`config.mk`:
```
export PLATFORM = sky130hd
export DESIGN_NAME = prime_factorizer
export DESIGN_NICKNAME = d
export VERILOG_FILES = /design/src/rtl/pf_pkg.sv /design/src/rtl/pf_divider.sv /design/src/rtl/pf_trial_gen.sv /design/src/rtl/prime_factorizer.sv
export VERILOG_INCLUDE_DIRS = /design/src /design/src/rtl
export SDC_FILE = /design/constraint.sdc
export NUM_CORES = 1
export LEC_CHECK = 0
export BUFFER_PORTS_ARGS = -buffer_cell sky130_fd_sc_hd__buf_4
export CAP_MARGIN = 40
export CORE_MARGIN = 1
export CORE_UTILIZATION = 30
export CTS_CLUSTER_DIAMETER = 50
export DETAILED_ROUTE_END_ITERATION = 7
export HOLD_SLACK_MARGIN = 0.05
export PLACE_DENSITY_LB_ADDON = 0.1
export SYNTH_ARGS = -nofsm -noshare
export SYNTH_HDL_FRONTEND = slang
export SYNTH_SLANG_ARGS = --single-unit
```
`constraint.sdc`:
```
create_clock -name clk_i -period 10.6 [get_ports clk_i]
set_input_delay 2.12 -clock clk_i [delete_from_list [all_inputs] [get_ports clk_i]]
set_output_delay 2.12 -clock clk_i [all_outputs]
set_load 0.1 [all_outputs]
```
`src/rtl/prime_factorizer_assert.svh`:
```
// assertion macros shared by the prime factorizer rtl
// expects clk_i and rst_ni in the scope where a macro is used
`ifndef PRIME_FACTORIZER_ASSERT_SVH
`define PRIME_FACTORIZER_ASSERT_SVH

// same-cycle implication
`define PF_ASSERT_IMPL(lbl, ante, cons, msg) \
  lbl: assert property (@(posedge clk_i) disable iff (!rst_ni) (ante) |-> (cons)) \
    else $error(msg);

// next-cycle implication
`define PF_ASSERT_NEXT(lbl, ante, cons, msg) \
  lbl: assert property (@(posedge clk_i) disable iff (!rst_ni) (ante) |=> (cons)) \
    else $error(msg);

`endif

```
`src/rtl/pf_pkg.sv`:
```
// shared types, constants and elaboration helpers of the prime factorizer
// no dependencies
`timescale 1ns / 1ps

package pf_pkg;

  localparam int VALUE_W          = 32;
  localparam int TRIAL_W          = 16;
  localparam int CNT_W            = $clog2(VALUE_W);
  localparam int WHEEL_W          = 3;
  localparam int TABLE_DEPTH      = 6542;
  localparam int PRIME_COUNT_DEF  = 6542;
  localparam int SIEVE_SIZE       = 65536;
  localparam int SIEVE_ROOT       = 256;

  typedef logic [VALUE_W-1:0] value_t;
  typedef logic [TRIAL_W-1:0] trial_t;
  typedef logic [CNT_W-1:0]   cnt_t;
  typedef logic [WHEEL_W-1:0] wheel_t;

  localparam trial_t FIRST_TRIAL = trial_t'(2);
  localparam trial_t WHEEL_START = trial_t'(7);
  localparam trial_t LAST_PRIME  = trial_t'(65521);
  localparam value_t ONE_VALUE   = value_t'(1);

  typedef enum logic [1:0] {
    ST_IDLE,
    ST_START,
    ST_DIV,
    ST_EMIT
  } state_e;

  typedef struct packed {
    logic init;
    logic step;
  } trial_ctrl_t;

  typedef struct packed {
    logic   done;
    logic   exact;
    logic   below;
    value_t quo;
  } div_res_t;

  // gaps between numbers coprime to 30, starting at 7
  function automatic trial_t wheel_step(wheel_t idx);
    trial_t gap;
    case (idx)
      3'd0:    gap = trial_t'(4);
      3'd1:    gap = trial_t'(2);
      3'd2:    gap = trial_t'(4);
      3'd3:    gap = trial_t'(2);
      3'd4:    gap = trial_t'(4);
      3'd5:    gap = trial_t'(6);
      3'd6:    gap = trial_t'(2);
      3'd7:    gap = trial_t'(6);
      default: gap = trial_t'(2);
    endcase
    return gap;
  endfunction

  // n-th prime (counting from 1), clamped to the table range
  function automatic trial_t prime_at(int n);
    bit [SIEVE_SIZE-1:0] sieve;
    int                  k;
    int                  cnt;
    int                  i;
    int                  j;
    trial_t              res;
    k = (n < 1) ? 1 : n;
    if (k >= TABLE_DEPTH) begin
      return LAST_PRIME;
    end
    sieve = '0;
    cnt   = 0;
    res   = FIRST_TRIAL;
    for (i = 2; i < SIEVE_SIZE && cnt < k; i++) begin
      if (!sieve[i]) begin
        cnt = cnt + 1;
        res = trial_t'(i);
        if (i < SIEVE_ROOT) begin
          for (j = i * i; j < SIEVE_SIZE; j += i) begin
            sieve[j] = 1'b1;
          end
        end
      end
    end
    return res;
  endfunction

endpackage

```
`src/rtl/pf_divider.sv`:
```
// bit-serial restoring divider, one quotient bit per cycle
// depends on pf_pkg
`timescale 1ns / 1ps

module pf_divider (
  input  logic             clk_i,
  input  logic             rst_ni,
  input  logic             start_i,
  input  pf_pkg::value_t   dividend_i,
  input  pf_pkg::trial_t   divisor_i,
  output pf_pkg::div_res_t res_o
);

  logic           busy_q, busy_d;
  logic           done_q, done_d;
  pf_pkg::cnt_t   cnt_q, cnt_d;
  pf_pkg::trial_t rem_q, rem_d;
  pf_pkg::value_t sh_q, sh_d;

  logic [pf_pkg::TRIAL_W:0] part;
  logic [pf_pkg::TRIAL_W:0] diff;
  logic                     ge;

  always_comb begin
    part  = {rem_q, sh_q[pf_pkg::VALUE_W-1]};
    ge    = part >= {1'b0, divisor_i};
    diff  = part - {1'b0, divisor_i};
    busy_d = busy_q;
    done_d = 1'b0;
    cnt_d  = cnt_q;
    rem_d  = rem_q;
    sh_d   = sh_q;
    if (start_i) begin
      busy_d = 1'b1;
      cnt_d  = '0;
      rem_d  = '0;
      sh_d   = dividend_i;
    end else if (busy_q) begin
      rem_d = ge ? diff[pf_pkg::TRIAL_W-1:0] : part[pf_pkg::TRIAL_W-1:0];
      sh_d  = {sh_q[pf_pkg::VALUE_W-2:0], ge};
      cnt_d = cnt_q + pf_pkg::cnt_t'(1);
      if (cnt_q == pf_pkg::cnt_t'(pf_pkg::VALUE_W - 1)) begin
        busy_d = 1'b0;
        done_d = 1'b1;
      end
    end
  end

  always_ff @(posedge clk_i or negedge rst_ni) begin
    if (!rst_ni) begin
      busy_q <= 1'b0;
      done_q <= 1'b0;
      cnt_q  <= '0;
    end else begin
      busy_q <= busy_d;
      done_q <= done_d;
      cnt_q  <= cnt_d;
    end
  end

  always_ff @(posedge clk_i) begin
    rem_q <= rem_d;
    sh_q  <= sh_d;
  end

  assign res_o.done  = done_q;
  assign res_o.exact = rem_q == '0;
  assign res_o.below = sh_q < {{(pf_pkg::VALUE_W - pf_pkg::TRIAL_W){1'b0}}, divisor_i};
  assign res_o.quo   = sh_q;

endmodule

```
`src/rtl/pf_trial_gen.sv`:
```
// trial divisor sequence: 2, 3, 5, then numbers coprime to 30
// depends on pf_pkg; last trial follows from PRIME_COUNT
`timescale 1ns / 1ps

module pf_trial_gen #(
  parameter int PRIME_COUNT = pf_pkg::PRIME_COUNT_DEF
) (
  input  logic                clk_i,
  input  logic                rst_ni,
  input  pf_pkg::trial_ctrl_t ctrl_i,
  output pf_pkg::trial_t      trial_o,
  output logic                at_limit_o
);

  localparam pf_pkg::trial_t TrialLimit = pf_pkg::prime_at(PRIME_COUNT);

  pf_pkg::trial_t trial_q, trial_d;
  pf_pkg::wheel_t widx_q, widx_d;

  always_comb begin
    trial_d = trial_q;
    widx_d  = widx_q;
    if (ctrl_i.init) begin
      trial_d = pf_pkg::FIRST_TRIAL;
      widx_d  = '0;
    end else if (ctrl_i.step) begin
      if (trial_q < pf_pkg::WHEEL_START) begin
        // 2 -> 3 -> 5 -> 7
        trial_d = (trial_q == pf_pkg::FIRST_TRIAL) ? trial_q + pf_pkg::trial_t'(1)
                                                   : trial_q + pf_pkg::trial_t'(2);
      end else begin
        trial_d = trial_q + pf_pkg::wheel_step(widx_q);
        widx_d  = widx_q + pf_pkg::wheel_t'(1);
      end
    end
  end

  always_ff @(posedge clk_i or negedge rst_ni) begin
    if (!rst_ni) begin
      trial_q <= pf_pkg::FIRST_TRIAL;
      widx_q  <= '0;
    end else begin
      trial_q <= trial_d;
      widx_q  <= widx_d;
    end
  end

  assign trial_o    = trial_q;
  assign at_limit_o = trial_q == TrialLimit;

endmodule

```
`src/rtl/prime_factorizer.sv`:
```
// Prime factorizer: one 32-bit unsigned value in, its prime factors out in
// ascending order, one transfer per factor (repeated per multiplicity), the
// last one flagged. Inputs 0 and 1 give one transfer with factor 0, last and
// no_factors set. Both channels use valid/stall; a transfer happens when valid
// is high and stall is low. in_stall_o is low only while the block is idle.
// Trials run 2, 3, 5 and then the numbers coprime to 30 up to the PRIME_COUNT-th
// prime, and stop early once the trial squared exceeds the remaining quotient.
// Each trial passes through the bit-serial divider: a start state, 32
// shift/subtract steps and a decision; an exact division repeats the trial
// after the ST_EMIT state hands the factor to the output register.
// Items are worked one at a time. A pending output transfer waits in the
// output register; while the receiver stalls, the walk halts before the next
// factor is handed over, and a new value may be taken once the walk is done.
// Reset clears the control state; nothing is pending afterward.
// Depends on pf_pkg, pf_trial_gen, pf_divider and prime_factorizer_assert.svh.
`timescale 1ns / 1ps

`include "prime_factorizer_assert.svh"

module prime_factorizer #(
  parameter int PRIME_COUNT = pf_pkg::PRIME_COUNT_DEF
) (
  input  logic           clk_i,
  input  logic           rst_ni,
  input  logic           in_valid_i,
  output logic           in_stall_o,
  input  pf_pkg::value_t value_i,
  output logic           out_valid_o,
  input  logic           out_stall_i,
  output pf_pkg::value_t factor_o,
  output logic           last_o,
  output logic           no_factors_o
);

  pf_pkg::state_e      state_q, state_d;
  pf_pkg::value_t      q_q, q_d;
  pf_pkg::value_t      pend_factor_q, pend_factor_d;
  logic                pend_last_q, pend_last_d;
  logic                pend_nofac_q, pend_nofac_d;
  logic                out_valid_q;
  pf_pkg::value_t      factor_q;
  logic                last_q;
  logic                nofac_q;

  pf_pkg::trial_ctrl_t gen_ctrl;
  pf_pkg::trial_t      trial;
  logic                at_limit;
  logic                div_start;
  pf_pkg::div_res_t    div_res;
  logic                out_free;
  logic                out_load;

  pf_trial_gen #(
    .PRIME_COUNT(PRIME_COUNT)
  ) u_trial_gen (
    .clk_i     (clk_i),
    .rst_ni    (rst_ni),
    .ctrl_i    (gen_ctrl),
    .trial_o   (trial),
    .at_limit_o(at_limit)
  );

  pf_divider u_divider (
    .clk_i     (clk_i),
    .rst_ni    (rst_ni),
    .start_i   (div_start),
    .dividend_i(q_q),
    .divisor_i (trial),
    .res_o     (div_res)
  );

  assign out_free = !out_valid_q || !out_stall_i;

  always_comb begin
    state_d       = state_q;
    q_d           = q_q;
    pend_factor_d = pend_factor_q;
    pend_last_d   = pend_last_q;
    pend_nofac_d  = pend_nofac_q;
    gen_ctrl      = '0;
    div_start     = 1'b0;
    out_load      = 1'b0;
    case (state_q)
      pf_pkg::ST_IDLE: begin
        if (in_valid_i) begin
          if (value_i <= pf_pkg::ONE_VALUE) begin
            pend_factor_d = '0;
            pend_last_d   = 1'b1;
            pend_nofac_d  = 1'b1;
            state_d       = pf_pkg::ST_EMIT;
          end else begin
            q_d           = value_i;
            gen_ctrl.init = 1'b1;
            state_d       = pf_pkg::ST_START;
          end
        end
      end
      pf_pkg::ST_START: begin
        div_start = 1'b1;
        state_d   = pf_pkg::ST_DIV;
      end
      pf_pkg::ST_DIV: begin
        if (div_res.done) begin
          if (div_res.exact) begin
            pend_factor_d = {{(pf_pkg::VALUE_W - pf_pkg::TRIAL_W){1'b0}}, trial};
            pend_last_d   = div_res.quo == pf_pkg::ONE_VALUE;
            pend_nofac_d  = 1'b0;
            q_d           = div_res.quo;
            state_d       = pf_pkg::ST_EMIT;
          end else if (div_res.below || at_limit) begin
            // leftover quotient is the final factor
            pend_factor_d = q_q;
            pend_last_d   = 1'b1;
            pend_nofac_d  = 1'b0;
            state_d       = pf_pkg::ST_EMIT;
          end else begin
            gen_ctrl.step = 1'b1;
            state_d       = pf_pkg::ST_START;
          end
        end
      end
      pf_pkg::ST_EMIT: begin
        if (out_free) begin
          out_load = 1'b1;
          state_d  = pend_last_q ? pf_pkg::ST_IDLE : pf_pkg::ST_START;
        end
      end
      default: begin
        state_d = pf_pkg::ST_IDLE;
      end
    endcase
  end

  always_ff @(posedge clk_i or negedge rst_ni) begin
    if (!rst_ni) begin
      state_q     <= pf_pkg::ST_IDLE;
      out_valid_q <= 1'b0;
    end else begin
      state_q <= state_d;
      if (out_load) begin
        out_valid_q <= 1'b1;
      end else if (!out_stall_i) begin
        out_valid_q <= 1'b0;
      end
    end
  end

  always_ff @(posedge clk_i) begin
    q_q           <= q_d;
    pend_factor_q <= pend_factor_d;
    pend_last_q   <= pend_last_d;
    pend_nofac_q  <= pend_nofac_d;
    if (out_load) begin
      factor_q <= pend_factor_q;
      last_q   <= pend_last_q;
      nofac_q  <= pend_nofac_q;
    end
  end

  assign in_stall_o   = state_q != pf_pkg::ST_IDLE;
  assign out_valid_o  = out_valid_q;
  assign factor_o     = factor_q;
  assign last_o       = last_q;
  assign no_factors_o = nofac_q;

  `PF_ASSERT_IMPL(a_load_when_free, out_load, !out_valid_q || !out_stall_i, "output overwritten")
  `PF_ASSERT_IMPL(a_nofac_alone, out_valid_o && no_factors_o, last_o && factor_o == '0,
                  "no_factors transfer not alone")
  `PF_ASSERT_IMPL(a_done_in_div, div_res.done, state_q == pf_pkg::ST_DIV,
                  "divider result outside trial state")
  `PF_ASSERT_IMPL(a_trial_factor, out_valid_o && !last_o,
                  factor_o[pf_pkg::VALUE_W-1:pf_pkg::TRIAL_W] == '0 && factor_o > pf_pkg::ONE_VALUE,
                  "non-final factor not a trial divisor")
  `PF_ASSERT_NEXT(a_accept_moves, state_q == pf_pkg::ST_IDLE && in_valid_i,
                  state_q == pf_pkg::ST_START || state_q == pf_pkg::ST_EMIT,
                  "accepted value not started")

endmodule
```
==> metrics, run 1 <==
status=complete, no violations; fmax=256 MHz; Cells after Synth=870; EDFF count, synth=132; most common flop cell mapped by yosys=edfxtp_1; largest net degree at the start of global routing=52; reg-to-reg endpoint=pend_factor_q[1]; PostCTS Resize Cnt=0; most common cell after layout, fill and taps aside=nand2_1; number of global-route vias before repair=6,418; worst slew pin tran=0.764 ns; Final Total Pwr=3220 µW; DR pass1 iterations=4; Cell Int Power=1810 µW; Crit. End Element=flop; worst vdd ir=0.162 mV; Fin Clk Skew=0.0163 ns; FF+latch area=5010 µm²; hold depth=0; Combinational Power Share=45.1%; RSZ-0062 raised after global routing=false; worst endpoint data arrival time=4.04 ns; crit path launch type=input port; Port Buf Inserts=71; layout cell share with drive strength beyond 1=14.6%; final core occ=36.6%; CP max FO=24; DRC=0; Routed WL=24,400 µm; Hold/Removal Path Class=reg2reg; fin. max-slew vios=0; antenna violations before repair=0; depth of the most critical reg-to-reg path=8; Die ar.=30,400 µm²; P_leak=0.00441 µW; Initial Utilization=30.8%; grt total ovfl=0; vias per inst=4.92; DR WL/cell=18.3 µm; maxcap violations=0; Async SR Flop Fraction=16.4%; clock network power share=20.5%; PwrDens=305 nW/µm²; fin nets=1,016; max_slew headroom=49.1%; critical path's most frequent cell=buf_4; delay of the slowest critical-path stage=0.39 ns; antenna-violating nets left=0; Hold Path Sink=factor_o[1]; Reg power frac=34.5%; Cell Chain, Critical Path=buf_4 > nor4_1 > buf_4 > nand4_1 > nor3_1 > a31oi_1 > nor2_4 > buf_12; most frequent cells in the layout=232 x nand2_1, 132 x edfxtp_1, 80 x buf_4, 63 x nor2_1, 42 x ha_1; Switching Share=43.8%; final worst slack=6.69 ns; minimum clock period=3.91 ns; register-to-register setup slack=7.10 ns; total clock sinks=177; quantity of hold-fixing buffers added after cts=0; Iter 0 DRT Violations=401; Hold Crit Start=pend_factor_q[1]; Inserted Clock Buffers=17; synthesized area=8910 µm²; Total Routing Usage GR=16.5%; CTS clk-pin slew, worst paths=0.08 ns; first-pass GRT wire length=38,100 µm; Fillers=2,967; Worst path depth=8; via total after detailed routing=6,558; Final Cycle Share=36.9%; maximum root-to-sink buffer count=2; Hold Vio Cnt, Final=0; Setup WS pre-CTS=6.26 ns; Post-CTS Setup Bufs=0; sum of buffers and inverters on the critical path=3; area of the multi-input gates=3690 µm²; IO Pins=72; Critical Path RT=10.73 ns; Crit Path Category=in2reg; syn nets=950; Area Overhead vs Synth=18.8%; area of the core=28,900 µm²; warning count from the yosys run=0; global placement routability congestion=0.810; Final TNS setup=0 ns; r2r startpoint=u_divider.sh_q[27]; Die Span Y=174 µm; H-tree Lvls=4; die width=174 µm; final number of setup-violating endpoints=0; Worst path top cell family by delay=simple AND/OR/NAND/NOR gates; P_sw=1410 µW; CTS tree=yes; Worst-Skew Late Latency=0.44 ns; Root Buffer=clkbuf_16; critical path's slowest cell=nor2_4; FP Rows=62; post-DP HPWL=16,600 µm; n_diodes=0; synthesized flop and latch total=177; sequential area share after synthesis=56.2%; Syn Area/Cell=10.2 µm²; Yosys cell types=65
[flip-flops by register name (all words and copies together), names as in the netlist, 2 cells and up]
register / count
factor_o: 32
pend_factor_q: 32
q_q: 32
state_q: 2
u_divider.cnt_q: 5
u_divider.rem_q: 16
u_divider.sh_q: 32
u_trial_gen.trial_o: 16
u_trial_gen.widx_q: 3
[worst reg2reg max path, stage by stage, from the launching register on]
cell and delay, ns:
edfxtp_1 0.42, nor4_1 0.57, nand4_1 0.33, a211o_1 0.36, a211oi_2 0.56, nand2b_1 0.19
a31oi_1 0.13, nor2_4 0.39, buf_12 0.25
[metal layers]
metal / part of all wire, % / track usage, % / vias to the layer above
met2: 47 / 26.8 / 115
met1: 49 / 22.5 / 3177
met4: 0.79 / 3.62 / 0
met5: 0 / 0 / -
met3: 3.7 / 3.37 / 11
li1: - / - / 3255
[worst max path at each step]
stage                            from                 to  slack (ns)
final                      value_i[1]   pend_factor_q[1]        6.69
after global routing       value_i[1]   pend_factor_q[1]        6.59
after CTS                  value_i[1]   pend_factor_q[1]        6.72
after detailed placement   value_i[1]  pend_factor_q[20]        6.26
after global placement    value_i[23]  pend_factor_q[20]        5.96
after floorplan           value_i[14]   pend_factor_q[0]        5.92
[cell type report]
class                           instances  share of cell area (%)
Tap cell                              384                    4.54
Sequential cell                       177                    47.3
Timing Repair Buffer                   84                    6.42
Clock inverter                         15                    1.88
Clock buffer                           17                    4.02
Inverter                               27                   0.957
Multi-Input combinational cell        629                    34.9
[power groups by stage]
stage / Clock (µW) / Combinational, µW / Sequential [µW]
after floorplan: 0 / 947 / 1240
after global placement: 0 / 1440 / 1130
after detailed placement: 0 / 1450 / 1130
after CTS: 679 / 1460 / 1110
after global routing: 705 / 1610 / 1130
final: 660 / 1450 / 1110
[through the flow]
step	hold WS, ns	std cells	area (µm²)
6_report	0.415	1333	10600
5_1_grt	0.425	1333	10600
4_1_cts	0.417	1333	10600
3_5_place_dp	0.405	1301	9960
3_3_place_gp	0.402	1297	9880
2_1_floorplan	0.400	870	8910
[synth_stat cells, types with 5 or more instances]
master | instances | area, µm²
a31oi_1 | 8 | 50.1
o21a_1 | 6 | 45.0
nor2_1 | 65 | 244
a211oi_1 | 9 | 67.6
nor2b_1 | 7 | 43.8
nand3_1 | 15 | 75.1
xnor2_1 | 14 | 123
nor3_1 | 9 | 45.0
and3_1 | 23 | 144
dfxtp_1 | 16 | 320
a21o_1 | 7 | 52.6
o21ai_0 | 23 | 115
nor4_1 | 20 | 125
nand2_1 | 233 | 875
edfxtp_1 | 132 | 3960
o211ai_1 | 5 | 37.5
clkbuf_1 | 31 | 116
dfrtp_1 | 28 | 701
mux2i_1 | 17 | 170
nand4_1 | 15 | 93.8
nand2b_1 | 7 | 43.8
a21oi_1 | 42 | 210
inv_1 | 24 | 90.1
o31a_1 | 5 | 43.8
ha_1 | 42 | 526
[kinds of logic after synthesis]
kind of cell / share of synthesized area, %
xor+xnor: 1.67
simple gates: 21.5
flops: 56.2
mux: 2.04
fa+ha+maj: 6.35
compound gates: 9.41
buf+inv: 2.78
(Power assumes the default switching activity.)
==> inputs of run 2 (changes only) <==
==> constraint.sdc (replaced) <==
create_clock -name clk_i -period 3.3 [get_ports clk_i]
set_input_delay 0.66 -clock clk_i [delete_from_list [all_inputs] [get_ports clk_i]]
set_output_delay 0.66 -clock clk_i [all_outputs]
set_load 0.1 [all_outputs]
==> run 2 against run 1 <==
Compared with the run above: clock skew is 0.00078 ns higher; design area rose by 0.67%; routed wire length increased by 1.1%; via count grew 0.38%; die area unchanged; sequential cell count is the same; critical path type is now reg2reg.
==> metrics, run 2 (synthesized netlist as in run 1, its figures left out) <==
max_slew headroom=45.4% (was 49.1%); Total Routing Usage GR=16.9% (was 16.5%); FF+latch area=5010 µm² (unchanged); antenna-violating nets left=0 (unchanged); Crit Path Category=reg2reg (was in2reg); minimum clock period=3.12 ns; worst endpoint data arrival time=3.25 ns (was 4.04 ns); Crit. End Element=flop (unchanged); first-pass GRT wire length=39,300 µm (was 38,100 µm); total clock sinks=177 (unchanged); Fin Clk Skew=0.0171 ns (was 0.0163 ns); worst vdd ir=0.567 mV (was 0.162 mV); WHS=0.144 ns (was 0.415 ns); FP Rows=62 (unchanged); CTS clk-pin slew, worst paths=0.08 ns (about the same); layout cell share with drive strength beyond 1=15.5% (was 14.6%); Final Cycle Share=94.6%; CP max FO=34 (was 24); DRC=0 (unchanged); DR WL/cell=18.3 µm (about the same); status=complete, no violations (unchanged); most frequent cells in the layout=233 x nand2_1, 132 x edfxtp_1, 92 x buf_4, 63 x nor2_1, 42 x ha_1 (was 232 x nand2_1, 132 x edfxtp_1, 80 x buf_4, 63 x nor2_1, 42 x ha_1); largest net degree at the start of global routing=51 (was 52); Fillers=2,915 (was 2,967); Layout Cells excl Fill=1,343 (was 1,333); CTS tree=yes (unchanged); Root Buffer=clkbuf_16 (unchanged); fmax=320 MHz; antenna violations before repair=0 (unchanged); Hold/Removal Path Class=in2async (was reg2reg); fin. max-slew vios=0 (unchanged); Die ar.=30,400 µm² (unchanged); via total after detailed routing=6,583 (was 6,558); Post-CTS Setup Bufs=0 (unchanged); most common cell after layout, fill and taps aside=nand2_1 (unchanged); Port Buf Inserts=71 (unchanged); maximum root-to-sink buffer count=2 (unchanged); PwrDens=988 nW/µm² (was 305 nW/µm²); Iter 0 DRT Violations=437 (was 401); Inserted Clock Buffers=17 (unchanged); Critical Path RT=3.43 ns (was 10.73 ns); placed instance count=1,311 (was 1,301); n_diodes=0 (unchanged); crit path launch type=flop (was input port); IO Pins=72 (unchanged); Final TNS setup=0 ns (unchanged); RSZ-0062 raised after global routing=false (unchanged); worst slew pin tran=0.812 ns (was 0.764 ns); post-DP HPWL=17,200 µm (was 16,600 µm); H-tree Lvls=4 (unchanged); grt total ovfl=0 (unchanged); area of the multi-input gates=3690 µm² (about the same); maxcap violations=0 (unchanged); vias per inst=4.90 (was 4.92); area of the core=28,900 µm² (unchanged); fin nets=1,026 (was 1,016); number of global-route vias before repair=6,681 (was 6,418); Die Span Y=174 µm (unchanged); P_leak=0.00445 µW (was 0.00441 µW); final number of setup-violating endpoints=0 (unchanged); global placement routability congestion=0.811 (was 0.810); DR pass1 iterations=5 (was 4); Routed WL=24,600 µm (was 24,400 µm); Area Overhead vs Synth=19.6% (was 18.8%); Hold Vio Cnt, Final=0 (unchanged); die width=174 µm (unchanged); Initial Utilization=30.8% (unchanged); Worst-Skew Late Latency=0.44 ns (about the same); register-to-register setup slack=0.18 ns (was 7.10 ns)
==> run 2: final cells by class <==
class / count / share of cell area, %
clock buffer: 17 / 3.99
clock inverter: 15 / 2.02
inverter: 27 / 0.951
multi-input combinational: 629 / 34.7
sequential: 177 / 47.0
tap: 384 / 4.51
timing repair buffer: 94 / 6.86
==> run 2: final timing paths <==
check | startpoint | end | cells after the start
min | rst_ni | u_trial_gen.widx_q[1] | 1
min in group clk_i | pend_factor_q[4] | factor_o[4] | 0
max | u_trial_gen.trial_o[13] | pend_factor_q[0] | 10
max reg2reg | u_trial_gen.trial_o[13] | pend_factor_q[0] | 10
min reg2reg | pend_factor_q[4] | factor_o[4] | 0
max in group asynchronous | rst_ni | u_trial_gen.trial_o[1] | 1
==> run 2: repair_timing <==
| item | CTS | global route |
|---|---|---|
| hold buffers | 0 | 0 |
| resized for setup | 0 | 1 |
| setup endpoints to repair | 0 | 2 |
==> run 2: report_power, final <==
part	internal [µW]	switching, µW
sequential	3060	469
clock	1060	1100
combinational	1800	3040
==> run 2: critical path, stage by stage, from the launching register on <==
cell      delay, ns
dfrtp_1        0.44
inv_1          0.24
ha_1           0.29
a21o_1         0.16
a21o_1         0.18
a211o_1        0.30
a211oi_2       0.52
nand2b_1       0.18
a31oi_1        0.12
nor2_4         0.14
buf_12         0.23
==> run 2: stage by stage <==
stage | power [µW] | utilization (%) | cell area (µm²) | setup WS, ns
6_report | 10500 | 36.8 | 10700 | 0.180
5_1_grt | 11300 | 36.8 | 10700 | 0.0539
4_1_cts | 10600 | 36.8 | 10700 | 0.183
3_5_place_dp | 8420 | 34.6 | 10000 | 0.187
3_3_place_gp | 8410 | 34.5 | 10000 | 0.106
2_1_floorplan | 7040 | - | 8910 | 0.0313
==> run 2: layer usage <==
| metal | up-vias | wire length, µm | GRT usage (%) |
|---|---|---|---|
| met5 | - | 0 | 0 |
| met4 | 0 | 213 | 4.24 |
| met3 | 14 | 728 | 2.36 |
| met2 | 125 | 11500 | 27.2 |
| met1 | 3173 | 12200 | 23.9 |
| li1 | 3271 | - | - |
